===== src/rtl/core/cqg_pkg.sv =====
// Shared types, codes and constants of the committed memory quota guard.
package cqg_pkg;

    // Field widths.
    localparam int ADDR_W   = 48;
    localparam int LEN_W    = 48;
    localparam int START_W  = 49;
    localparam int END_W    = 50;
    localparam int USED_W   = 50;
    localparam int RCAP_W   = 49;
    localparam int CFG_W    = 48;
    localparam int CFG_IDX_W = 2;
    localparam int LIMIT_W  = 35;

    // Default number of region table slots.
    localparam int DEFAULT_REGION_SLOTS = 64;

    // Largest cap: 16 GiB.
    localparam logic [LIMIT_W-1:0] MAX_CAP = 35'h4_0000_0000;

    // Configuration register indexes.
    localparam logic [CFG_IDX_W-1:0] CFG_CAP_CONFIGURED = 2'd0;
    localparam logic [CFG_IDX_W-1:0] CFG_CAP_LIMIT      = 2'd1;
    localparam logic [CFG_IDX_W-1:0] CFG_INITIAL_USED   = 2'd2;

    typedef enum logic [1:0] {
        OP_MAP      = 2'd0,
        OP_PROTECT  = 2'd1,
        OP_UNMAP    = 2'd2,
        OP_HEADROOM = 2'd3
    } op_t;

    typedef enum logic [1:0] {
        STAT_OK       = 2'd0,
        STAT_REFUSED  = 2'd1,
        STAT_OS_FAIL  = 2'd2,
        STAT_HEADROOM = 2'd3
    } status_t;

    typedef enum logic [2:0] {
        ST_IDLE,
        ST_DISPATCH,
        ST_WALK_RD,
        ST_WALK_EV,
        ST_WALK_WR,
        ST_POST,
        ST_APPEND,
        ST_FINISH
    } state_t;

    typedef enum logic [1:0] {
        WM_UNTRACK,
        WM_COMMIT_SUM,
        WM_APPLY_COMMIT,
        WM_DECOMMIT
    } walk_mode_t;

    // One region table entry.
    typedef struct packed {
        logic [START_W-1:0] start;
        logic [LEN_W-1:0]   size;
        logic [LEN_W-1:0]   charged;
    } region_entry_t;

    // Registered overlap evaluation of one entry against the request range.
    typedef struct packed {
        logic [START_W-1:0] is_lo;
        logic [START_W-1:0] ie_hi;
        logic [START_W-1:0] rs;
        logic [END_W-1:0]   re;
        logic [LEN_W-1:0]   size;
        logic [LEN_W-1:0]   charged;
    } region_eval_t;

endpackage


===== src/rtl/core/cqg_region_eval.sv =====
// Overlap stage: clips one region against the request range and registers the bounds.
module cqg_region_eval (
    input  logic                        aclk,
    input  logic                        load,
    input  cqg_pkg::region_entry_t      entry,
    input  logic [cqg_pkg::ADDR_W-1:0]  range_base,
    input  logic [cqg_pkg::START_W-1:0] range_end,
    output cqg_pkg::region_eval_t       result
);
    import cqg_pkg::*;

    region_eval_t  result_reg;
    region_eval_t  result_next;
    logic [END_W-1:0]   re;
    logic [START_W-1:0] base_ext;

    // Region end, then the intersection bounds.
    always_comb begin
        re       = END_W'(entry.start) + END_W'(entry.size);
        base_ext = START_W'(range_base);
        result_next.rs      = entry.start;
        result_next.re      = re;
        result_next.size    = entry.size;
        result_next.charged = entry.charged;
        result_next.is_lo   = (base_ext > entry.start) ? base_ext : entry.start;
        result_next.ie_hi   = (END_W'(range_end) < re) ? range_end : START_W'(re);
    end

    always_ff @(posedge aclk) begin
        if (load) begin
            result_reg <= result_next;
        end
    end

    assign result = result_reg;

endmodule


===== config.mk =====
export PLATFORM = sky130hd
export DESIGN_NAME = cqg_region_eval
export DESIGN_NICKNAME = d
export VERILOG_FILES = /design/src/rtl/core/cqg_pkg.sv /design/src/rtl/core/cqg_region_eval.sv
export SDC_FILE = /design/constraint.sdc
export NUM_CORES = 1
export LEC_CHECK = 0
export CORE_AREA = 2 2 211 213
export DETAILED_ROUTE_END_ITERATION = 10
export DIE_AREA = 0 0 213 215
export DONT_BUFFER_PORTS = 1
export PLACE_DENSITY = 0.55
export SETUP_SLACK_MARGIN = 0.15
export SLEW_MARGIN = 10
export SYNTH_ARGS = -nofsm -noshare
export SYNTH_HDL_FRONTEND = slang
export SYNTH_SLANG_ARGS = --single-unit

===== constraint.sdc =====
create_clock -name aclk -period 6 [get_ports aclk]
set_clock_uncertainty 0.1 [all_clocks]
set_input_delay 0.3 -clock aclk [delete_from_list [all_inputs] [get_ports aclk]]
set_output_delay 0.3 -clock aclk [all_outputs]
set_load 0.02 [all_outputs]

==> results of run 1 <==
[per-layer routing]
layer  vias to the layer above  share of wire  global-route usage
met1                      5203           0.43              0.2834
met5                         -        0.00026                   0
li1                       4868              -                   -
met3                        90          0.076             0.06181
met4                         2          0.032             0.07063
met2                       448           0.46              0.3422
[final timing paths]
kind	slack (ns)	cells after the start	from	end
max	0.68	20	entry[57]	result[237]$_DFFE_PP_
min	0.06	1	entry[97]	result[97]$_DFFE_PP_
[cells in the mapped netlist, drive strengths merged, types with 11 or more instances]
library cell / count
a21o: 63
a21oi: 89
buf: 11
clkbuf: 18
edfxtp: 293
ha: 144
inv: 113
mux2: 96
nand2: 43
nand3: 14
nand4: 27
nor2: 32
o21ai: 43
xnor2: 26
xor2: 17
[cell type report]
| class | instances | area [sq um] |
|---|---|---|
| clock inverters | 17 | 173.9 |
| multi-input cells | 710 | 5934 |
| repair buffers | 251 | 2545 |
| well taps | 592 | 740.7 |
| fillers | 3897 | 24070 |
| clock buffers | 43 | 948.4 |
| flip-flops and latches | 293 | 8798 |
| inverters | 114 | 427.9 |
[where the power goes]
group          leakage (nW)  switching, W  internal, W  total, W
clock                 0.551      0.000853      0.00126   0.00211
sequential             2.87      0.000410      0.00257   0.00298
combinational          4.41      0.000591     0.000498   0.00109
total                  7.83       0.00185      0.00432   0.00618
[logic make-up after synthesis]
family | synth area share
AND/OR/NAND/NOR | 0.05425
multiplexers | 0.07200
XOR/XNOR | 0.02463
buffers and inverters | 0.03731
adder cells (fa/ha/maj) | 0.1191
AO/OA/AOI/OAI | 0.1173
flip-flops | 0.5754
[cell usage in the layout (no fill, tap or decap), drive strengths merged, types with 3 or more instances in the layout]
master	n
o41ai	3
bufinv	3
o31ai	5
nor4	3
nand2b	6
o21ai	43
a31oi	4
and4	5
nand3	14
o311ai	3
a221oi	3
inv	116
a31o	4
and2	5
a21oi	89
o21a	4
mux2	96
xor2	17
nand2	43
xnor2	26
clkbuf	43
a211o	3
o21bai	9
dlygate4sd3	243
ha	144
a21o	63
and3	4
nand4	27
clkinv	11
buf	8
edfxtp	293
nor2b	9
a211oi	9
o211ai	7
nor3	7
nor2	32
a2111oi	3
[timing repair]
item | 4_1_cts | 5_1_grt
hold buffers | 243 | 2
endpoints found under the hold margin | 537 | 216
setup buffers | 0 | 0
[metrics by stage]
stage | setup slack (ns) | std cells | hold slack [ns] | power, W | area [sq um]
after floorplan | 1.090 | 1146 | 0.2989 | 0.003620 | 15290
after global placement | 0.2367 | 1715 | 0.2989 | 0.003909 | 15960
after detailed placement | 0.09574 | 1715 | 0.2989 | 0.003920 | 15960
after CTS | 0.6549 | 2018 | -0.2438 | 0.006196 | 19510
after global routing | 0.2146 | 2020 | 0.02751 | 0.006453 | 19570
final | 0.6817 | 2020 | 0.06080 | 0.006175 | 19570
==> results.txt, run 1 <==
----------------------------------------------------
[Pwr]
  Maximum vdd ir drop ... roughly 260 uV
  Leakage power ... 7.830 nW
  Power per cell area ... between 300 and 400 mW/mm^2

[Synth]
  Synthesized flop and latch total ... 293
  Share of flip-flops with an asynchronous set or reset after synthesis ... 0
  Part of the Yosys area used for sequential elements ... 0.5754
  Cell variety after synth ... 69
  Yosys warning total ... 0
  Syn avg cell area ... 13.34 sq um
  Synth area leader ... edfxtp_1
  EDFF count, synth ... 293
  Net count of the mapped netlist ... 1535
  Share of the synthesized area in the top cell type ... 0.5754
  Leading post-synthesis cells by cell area ... edfxtp_1, ha_1, mux2_2
  Prevailing post-synth register cell ... edfxtp_1
  Gate count after technology mapping ... 1146
  Cell Area, Synth ... 0.01529 sq mm

[Timing]
  Timing-limited maximum frequency ... 188.0 MHz
  Setup TNS after final layout ... 0 ns
  Number of setup violations in the final report ... 0
  Headroom to the max-slew limit ... 0.2711
  Pins Over Slew Limit ... 0
  Hold Vio Cnt, Final ... 0
  RSZ-0062 raised after global routing ... no
  Ratio of final minimum period to clock period ... 0.8864
  Clock period minus final worst setup slack ... 5.318 ns
  Worst slew pin tran ... 1.093 ns

[Finish]
  Antenna fix cells ... 0
  Final-stage net count ... 1794
  P&R area growth vs syn ... 27.97%
  Share of final-layout standard cells stronger than drive strength 1 ... 0.1176
  Flip-flop count of the largest register after layout ... slightly below 300
  Post-route core utilization ... 0.4484

[Drt]
  WL/cell ... 24.87 um
  Total via count after detailed routing ... 10.61k
  Aggregate routed wire length ... 50.24 mm
  Detailed Routing Iterations Pass 1 ... 5
  Post-route antenna net violation count ... 0
  Remaining DRCs ... 0
  Starting DRT DRC Count ... 684
  Avg Vias per Cell ... 5.253

[Setup path]
  Cell at the slowest stage of the critical path ... o31ai_1
  Cell occurring most often along the worst timing path ... a21o_1
  Required time of the critical path ... 6.18 ns
  Nature of the critical path endpoint ... register
  Worst path bufs/invs ... 2
  Max incr delay on CP ... 0.46 ns
  Cells along the critical path ... ha_1, and3_1, o2111ai_2, a21o_2, a2111oi_2, or3b_1, a21oi_1, xnor2_1, inv_1, ha_1, a21o_1, a21o_1, a21o_1, a21o_1, a21oi_1, o311ai_0, o31ai_1, a221oi_4, buf_12, mux2_1
  Worst Setup Path Type ... in -> reg
  Nature of the critical path startpoint ... input pin
  Largest delay share family, worst path ... compound AO/OA/AOI/OAI gates
  Largest fanout on the critical path ... 33
  Endpoint arrival time on the critical path ... approximately 5.5 ns

[Floorplanning]
  Std cell rows ... between 70 and 80
  Std-Cell Core Area ... 0.04364 sq mm
  Initial cell density of the core ... 0.3504
  Width of the chip ... 213 um
  Die Outline Area ... 0.04580 sq mm
  Die extent in y ... 215 um
  Number of placed I/O pins ... 537

[Clocking]
  Clk sink count ... 293
  TritonCTS clock tree ... done
  Cts bufs inserted ... 35
  Maximum count of clock buffers along a single path ... 3
  H-Tree Depth ... 2
  Clk root buf ... clkbuf_16
  Clock-pin slew on the worst setup and hold paths ... 0.06 ns
  Number of gates given a new drive strength after cts ... 0

[GRT]
  Vias in the first global route ... 10.95k
  Maximum number of pins on one net before global-route repair ... 294
  Global-route wire length before repair ... 71.92 mm
  Global router's overall resource usage ... 0.2160
  Aggregate global routing overflow ... 0
  Number of antenna violations at the first check in global routing ... 2

[Status]
  Status ... finished, final reports clean

[Placed design]
  Half-perimeter wire length after detailed placement ... 35.03 mm
  Count of buffers from port buffering ... 0
  Weighted congestion reported at the end of routability-driven placement ... 0.8538

[Job]
  Max capacitance violation total ... 0

[Hold path]
  Hold WC Path Type ... in -> reg

----------------------------------------------------
Power figures use the tool's default switching activity.
==> run 2, diff against run 1 <==
--- a/config.mk
+++ b/config.mk
@@ -5,11 +5,11 @@
 export SDC_FILE = /design/constraint.sdc
 export NUM_CORES = 1
 export LEC_CHECK = 0
-export CORE_AREA = 2 2 211 213
+export CORE_AREA = 2 2 206 208
 export DETAILED_ROUTE_END_ITERATION = 10
-export DIE_AREA = 0 0 213 215
+export DIE_AREA = 0 0 208 210
 export DONT_BUFFER_PORTS = 1
-export PLACE_DENSITY = 0.55
+export PLACE_DENSITY = 0.57
 export SETUP_SLACK_MARGIN = 0.15
 export SLEW_MARGIN = 10
 export SYNTH_ARGS = -nofsm -noshare
==> results.txt, run 2 (same netlist as run 1, synthesis figures left out) <==
----------------------------------------------------
[Floorplanning]
  Initial cell density of the core ... 0.3687 (+0.01830)
  Std cell rows ... 75 (-2.6%)
  Width of the chip ... 208 um (-2.3%)
  Die Outline Area ... 0.04368 sq mm (-4.6%)
  Number of placed I/O pins ... 537 (unchanged)
  Std-Cell Core Area ... 0.04148 sq mm (-5.0%)
  Die extent in y ... 210 um (-2.3%)

[Placed design]
  Count of buffers from port buffering ... 0 (unchanged)
  Half-perimeter wire length after detailed placement ... 34.62 mm (-1.2%)
  Weighted congestion reported at the end of routability-driven placement ... 0.8373 (-1.9%)
  Cell count after placement ... 1660 (-3.2%)

[Pwr]
  Maximum vdd ir drop ... 185.2 uV (-29%)
  Net Sw Power ... 0.001773 W (-4.4%)
  Share of power burned in registers ... 0.498 (+0.016)
  Overall power of the completed layout ... 0.005963 W (-3.4%)
  Fraction of power spent switching nets ... 0.2974 (-0.002889)
  Internal Power ... 0.004190 W (-3.0%)
  Power per cell area ... 306.8 mW/mm^2 (-2.8%)
  Clock network fraction of total power ... 0.322 (-0.020)
  Leakage power ... 7.789 nW (-0.52%)
  Comb power frac ... 0.180 (+0.004)

[Timing]
  Hold Vio Cnt, Final ... 132 (+132)
  Ratio of final minimum period to clock period ... 0.9254 (+0.03898)
  Number of setup violations in the final report ... 0 (unchanged)
  Final-layout worst hold slack ... -0.2553 ns (-0.3161 ns)
  RSZ-0062 raised after global routing ... no
  Setup TNS after final layout ... 0 ns (unchanged)
  Worst slew pin tran ... 1.152 ns (+0.05828 ns)
  Clock period minus final worst setup slack ... 5.552 ns (+0.2339 ns)
  Timing-limited maximum frequency ... 180.1 MHz (-4.2%)
  Headroom to the max-slew limit ... 0.2306 (-0.04056)
  Pins Over Slew Limit ... 0 (unchanged)

[Clocking]
  Clk root buf ... clkbuf_16
  Clock-pin slew on the worst setup and hold paths ... 0.06 ns (about the same)
  H-Tree Depth ... 1 (-1)
  Clk sink count ... 293 (unchanged)
  Maximum count of clock buffers along a single path ... 3 (unchanged)
  TritonCTS clock tree ... done
  Cts bufs inserted ... 31 (-11%)
  CTS Hold Bufs ... 243 (unchanged)

[Setup path]
  Nature of the critical path endpoint ... register
  Nature of the critical path startpoint ... input pin
  Worst Setup Path Type ... in -> reg
  Largest fanout on the critical path ... 17 (-48%)
  Cells along the critical path ... dlygate4sd3_1, ha_1, fa_1, a21oi_1, o22ai_2, o211ai_1, o21ai_0, a21oi_1, o41ai_1, xor2_1, inv_1, ha_1, nand4_1, nor4_4, o2111ai_1, a2111oi_2, o31ai_2, a221oi_4, buf_12, clkbuf_16, mux2_2
  Cell at the slowest stage of the critical path ... dlygate4sd3_1
  Endpoint arrival time on the critical path ... 5.78 ns (+0.28 ns)
  Required time of the critical path ... 6.23 ns (+0.05 ns)
  Max incr delay on CP ... 0.58 ns (+0.12 ns)

[GRT]
  Number of antenna violations at the first check in global routing ... 0 (-2)
  Vias in the first global route ... 10.86k (-0.83%)
  Maximum number of pins on one net before global-route repair ... 294 (unchanged)
  Global-route wire length before repair ... 71.69 mm (-0.32%)
  Global router's overall resource usage ... 0.2182 (+0.002269)
  Aggregate global routing overflow ... 0 (unchanged)

[Drt]
  Total via count after detailed routing ... 10.59k (-0.25%)
  Post-route antenna net violation count ... 0 (unchanged)
  Met1 Wirelength ... 21.56 mm (-0.24%)
  Starting DRT DRC Count ... 819 (+20%)
  Avg Vias per Cell ... 5.401 (+2.8%)
  Topmost layer with routed signal wires ... met4
  Aggregate routed wire length ... 49.62 mm (-1.2%)
  Met3 WL ... 3.198 mm (-16%)
  Detailed Routing Iterations Pass 1 ... 5 (unchanged)
  WL/cell ... 25.32 um (+1.8%)
  Remaining DRCs ... 0 (unchanged)
  Length of routed met2 wiring ... 23.36 mm (+0.58%)

[Finish]
  Most frequent standard cell in the layout excluding fill and tap cells ... edfxtp_1
  Most used cells in the layout excluding fill and tap cells ... edfxtp_1, dlygate4sd3_1, ha_1
  Seq. cell area ... 0.008798 sq mm (unchanged)
  Post-route core utilization ... 0.4687 (+0.02028)
  FILL cells ... 3639 (-6.6%)
  P&R area growth vs syn ... 27.11%
  Flip-flop count of the largest register after layout ... 293 (unchanged)
  Share of final-layout standard cells stronger than drive strength 1 ... 0.1196 (+0.001987)
  Final-stage net count ... 1790 (-0.22%)
  Final std cells w/o fill ... 1960 (-3.0%)
  Combined area of the multi-input logic cells ... 0.006006 sq mm (+1.2%)
  Antenna fix cells ... 0 (unchanged)

[Hold path]
  Hold WC Path Type ... in -> reg

[Job]
  Max capacitance violation total ... 0 (unchanged)

[Status]
  Status ... complete, but fails checks
  Violations in the final reports ... negative hold slack

----------------------------------------------------
==> run 2: cell types whose count changed in the layout (fill, tap and decap cells not counted), sizes merged <==
cell	before	now
clkbuf	43	37
clkinv	11	10
bufinv	3	4
buf	8	7
==> run 2: worst paths after layout <==
kind	cells past startpoint	end	slack (ns)	start
setup / recovery	21	result[201]$_DFFE_PP_	0.45	entry[96]
hold / removal	0	result[199]$_DFFE_PP_	-0.26	load
==> run 2: routing by layer <==
layer / GRT usage / vias up
met5: 0 / -
met4: 0.07190 / 0
met3: 0.04723 / 80
met2: 0.3570 / 438
met1: 0.2894 / 5223
li1: - / 4844
==> run 2: cell type report <==
cell class | instances | share of cell area
clock inverters | 17 | 0.01023
well taps | 539 | 0.03469
inverters | 114 | 0.02201
flip-flops and latches | 293 | 0.4526
clock buffers | 36 | 0.04087
repair buffers | 251 | 0.1306
multi-input cells | 710 | 0.3090
==> run 2: worst max-delay path, delay by kind of cell <==
| family | cells | cell delay, ns |
|---|---|---|
| AO/OA/AOI/OAI | 10 | 2.31 |
| XOR/XNOR | 1 | 0.41 |
| adder cells (fa/ha/maj) | 3 | 0.94 |
| buffers and inverters | 4 | 1.02 |
| multiplexers | 1 | 0.35 |
| AND/OR/NAND/NOR | 2 | 0.45 |
==> run 2: power by group through the flow <==
stage,registers (W),logic [W],clock network [W]
floorplan,0.00295,0.000675,0
global placement,0.00302,0.000871,0
detailed placement,0.00301,0.000887,0
CTS,0.00297,0.00104,0.00196
global route,0.00298,0.00119,0.00204
finish,0.00297,0.00107,0.00192
==> run 2: what timing repair did <==
action	in CTS	in global routing
buffers inserted	0	3
endpoints found under the hold margin	538	260
endpoints found under the setup margin	0	49
gates resized for setup	0	12
==> run 2: through the flow <==
stage / setup WS, ns / hold slack (ns) / instance area [sq um]
after global placement: 0.3381 / 0.2989 / 15880
after floorplan: 1.090 / 0.2989 / 15290
after detailed placement: 0.2120 / 0.2989 / 15880
after CTS: 0.2104 / -0.2861 / 19300
after global routing: 0.1507 / -0.2838 / 19440
final: 0.4479 / -0.2553 / 19440
==> run 3, diff against run 2 <==
--- a/config.mk
+++ b/config.mk
@@ -6,6 +6,7 @@
 export NUM_CORES = 1
 export LEC_CHECK = 0
 export CORE_AREA = 2 2 206 208
+export CTS_BUF_LIST = sky130_fd_sc_hd__clkbuf_4
 export DETAILED_ROUTE_END_ITERATION = 10
 export DIE_AREA = 0 0 208 210
 export DONT_BUFFER_PORTS = 1
==> results.txt, run 3 (same netlist as run 1, synthesis figures left out) <==
----------------------------------------------------
[Timing]
  Number of setup violations in the final report ... 0 (unchanged)
  Setup TNS after final layout ... 0 ns (unchanged)
  Final-layout worst hold slack ... -0.4572 ns (-0.2019 ns)
  Timing-limited maximum frequency ... 177.2 MHz (-1.6%)
  Clock period minus final worst setup slack ... 5.643 ns (+0.09082 ns)
  RSZ-0062 raised after global routing ... no
  Worst slew pin tran ... 1.147 ns (-0.004568 ns)
  Headroom to the max-slew limit ... 0.2336 (+0.003053)
  Crit path setup slack, layout ... 0.3570 ns (-0.09082 ns)
  Pins Over Slew Limit ... 0 (unchanged)
  Hold Vio Cnt, Final ... 293 (+120%)
  Ratio of final minimum period to clock period ... 0.9405 (+0.01514)

[Setup path]
  Cell at the slowest stage of the critical path ... dlygate4sd3_1
  Max incr delay on CP ... 0.61 ns (+0.03 ns)
  Worst path bufs/invs ... 4 (unchanged)
  Required time of the critical path ... 6.40 ns (+0.17 ns)
  Cells along the critical path ... dlygate4sd3_1, dlygate4sd3_1, ha_1, a21o_1, a21o_1, a21oi_1, or3b_1, a21oi_1, xnor2_1, inv_1, ha_1, a21o_1, a21o_1, a21o_1, a21o_1, a21oi_1, o311ai_0, o31ai_1, a221oi_4, buf_12, mux2_2
  Endpoint arrival time on the critical path ... 6.04 ns (+0.26 ns)
  Crit. Startpoint ... entry[76]
  Cell occurring most often along the worst timing path ... a21o_1
  Nature of the critical path endpoint ... register
  Worst Setup Path Type ... in -> reg
  Largest delay share family, worst path ... compound AO/OA/AOI/OAI gates
  Largest fanout on the critical path ... 35 (+18)
  Nature of the critical path startpoint ... input pin

[GRT]
  Vias in the first global route ... 11.55k (+6.4%)
  Global router's overall resource usage ... 0.2288 (+0.01060)
  Number of antenna violations at the first check in global routing ... 3 (+3)
  Maximum number of pins on one net before global-route repair ... 294 (unchanged)
  Aggregate global routing overflow ... 0 (unchanged)
  Global-route wire length before repair ... 74.26 mm (+3.6%)

[Pwr]
  Net Sw Power ... 0.001871 W (+5.5%)
  Overall power of the completed layout ... 0.006034 W (+1.2%)
  Comb power frac ... 0.182 (+0.002)
  Clock network fraction of total power ... 0.326 (+0.004)
  Share of power burned in registers ... 0.492 (-0.006)
  Internal Power ... 0.004163 W (-0.63%)
  Power per cell area ... 300.5 mW/mm^2 (-2.0%)
  Maximum vdd ir drop ... 200.4 uV (+8.2%)
  Fraction of power spent switching nets ... 0.3100 (+0.01263)
  Leakage power ... 8.158 nW (+4.7%)

[Clocking]
  Cts bufs inserted ... 77 (+150%)
  Clk root buf ... clkbuf_4
  TritonCTS clock tree ... done
  Clock-pin slew on the worst setup and hold paths ... 0.08 ns (+0.02 ns)
  CTS Hold Bufs ... 306 (+26%)
  Clk sink count ... 293 (unchanged)
  Maximum count of clock buffers along a single path ... 3 (unchanged)
  H-Tree Depth ... 3 (+2)

[Drt]
  Starting DRT DRC Count ... 834 (+1.8%)
  Length of routed met2 wiring ... 23.74 mm (+1.7%)
  Detailed Routing Iterations Pass 1 ... 5 (unchanged)
  Post-route antenna net violation count ... 0 (unchanged)
  Aggregate routed wire length ... 51.00 mm (+2.8%)
  WL/cell ... 24.17 um (-4.5%)
  Total via count after detailed routing ... 11.19k (+5.7%)
  Met3 WL ... 3.845 mm (+20%)
  Remaining DRCs ... 0 (unchanged)
  Avg Vias per Cell ... 5.304 (-1.8%)
  Met1 Wirelength ... 21.62 mm (+0.29%)
  Topmost layer with routed signal wires ... met4

[Finish]
  Final-stage net count ... 1896 (+5.9%)
  Most frequent standard cell in the layout excluding fill and tap cells ... dlygate4sd3_1
  Share of final-layout standard cells stronger than drive strength 1 ... 0.1550 (+0.03534)
  P&R area growth vs syn ... 31.30%
  Most used cells in the layout excluding fill and tap cells ... dlygate4sd3_1, edfxtp_1, ha_1
  Flip-flop count of the largest register after layout ... 293 (unchanged)

[Placed design]
  Weighted congestion reported at the end of routability-driven placement ... 0.8373 (unchanged)
  Count of buffers from port buffering ... 0 (unchanged)
  Half-perimeter wire length after detailed placement ... 34.62 mm (unchanged)
  Worst slack at placement ... 0.2120 ns (unchanged)

[Hold path]
  Hold WC Path Type ... in -> reg
  Worst hold path cell count ... 0 (unchanged)
  Hold path startpoint ... load
  Hold endpoint ... result[42]$_DFFE_PP_

[Floorplanning]
  Die Outline Area ... 0.04368 sq mm (unchanged)
  Std cell rows ... 75 (unchanged)
  Die extent in y ... 210 um (unchanged)
  Number of placed I/O pins ... 537 (unchanged)
  Std-Cell Core Area ... 0.04148 sq mm (unchanged)
  Width of the chip ... 208 um (unchanged)
  Initial cell density of the core ... 0.3687 (unchanged)

[Status]
  Status ... complete, but fails checks
  Violations in the final reports ... negative hold slack

[Job]
  Max capacitance violation total ... 0 (unchanged)

----------------------------------------------------
run 3: changes by cell type in the layout (fill, tap and decap cells not counted), sizes merged:
| cell | before | now |
|---|---|---|
| buf | 7 | 5 |
| dlygate4sd3 | 243 | 306 |
| inv | 116 | 113 |
| diode | 0 | 3 |
| clkbuf | 37 | 112 |
| clkinv | 10 | 23 |
| bufinv | 4 | 5 |
run 3: final cells by class:
cell class	count	area (sq um)
Fill cell	3649	21400
Sequential cell	293	8798
Multi-Input combinational cell	710	5964
Timing Repair Buffer	311	3117
Clock buffer	112	840.8
Tap cell	539	674.4
Inverter	114	427.9
Clock inverter	28	249.0
Antenna cell	3	7.507
run 3: power by group through the flow:
| stage | registers (W) | logic, W | clock network (W) |
|---|---|---|---|
| final | 0.00297 | 0.00110 | 0.00197 |
| after global routing | 0.00298 | 0.00122 | 0.00213 |
| after CTS | 0.00297 | 0.00109 | 0.00201 |
| after detailed placement | 0.00301 | 0.000887 | 0 |
| after global placement | 0.00302 | 0.000871 | 0 |
| after floorplan | 0.00295 | 0.000675 | 0 |
run 3: worst max-delay path by stage:
stage	slack [ns]	end	cells after the start
after floorplan	1.09	result[242]$_DFFE_PP_	20
after global placement	0.34	result[239]$_DFFE_PP_	21
after detailed placement	0.21	result[227]$_DFFE_PP_	19
after CTS	0.41	result[240]$_DFFE_PP_	21
after global routing	0.15	result[234]$_DFFE_PP_	21
final	0.36	result[208]$_DFFE_PP_	21
run 3: layer usage:
metal  vias up  GRT usage
met3        93    0.06496
li1       5115          -
met1      5470     0.2925
met2       514     0.3622
met4         0     0.1032
met5         -          0
run 3: timing repair:
item                                    in CTS  in global routing
hold endpoints to repair                   576                293
endpoints found under the setup margin       0                 48
setup buffers                                0                  1
resized for setup                            0                  6
run 3: through the flow:
stage	hold slack (ns)	instances	utilization	area (sq um)
4_1_cts	-0.5853	2106	0.4829	20030
2_1_floorplan	0.2989	1146	-	15290
6_report	-0.4572	2110	0.4841	20080
5_1_grt	-0.5509	2109	0.4840	20080
3_3_place_gp	0.2989	1660	0.3828	15880
3_5_place_dp	0.2989	1660	0.3828	15880
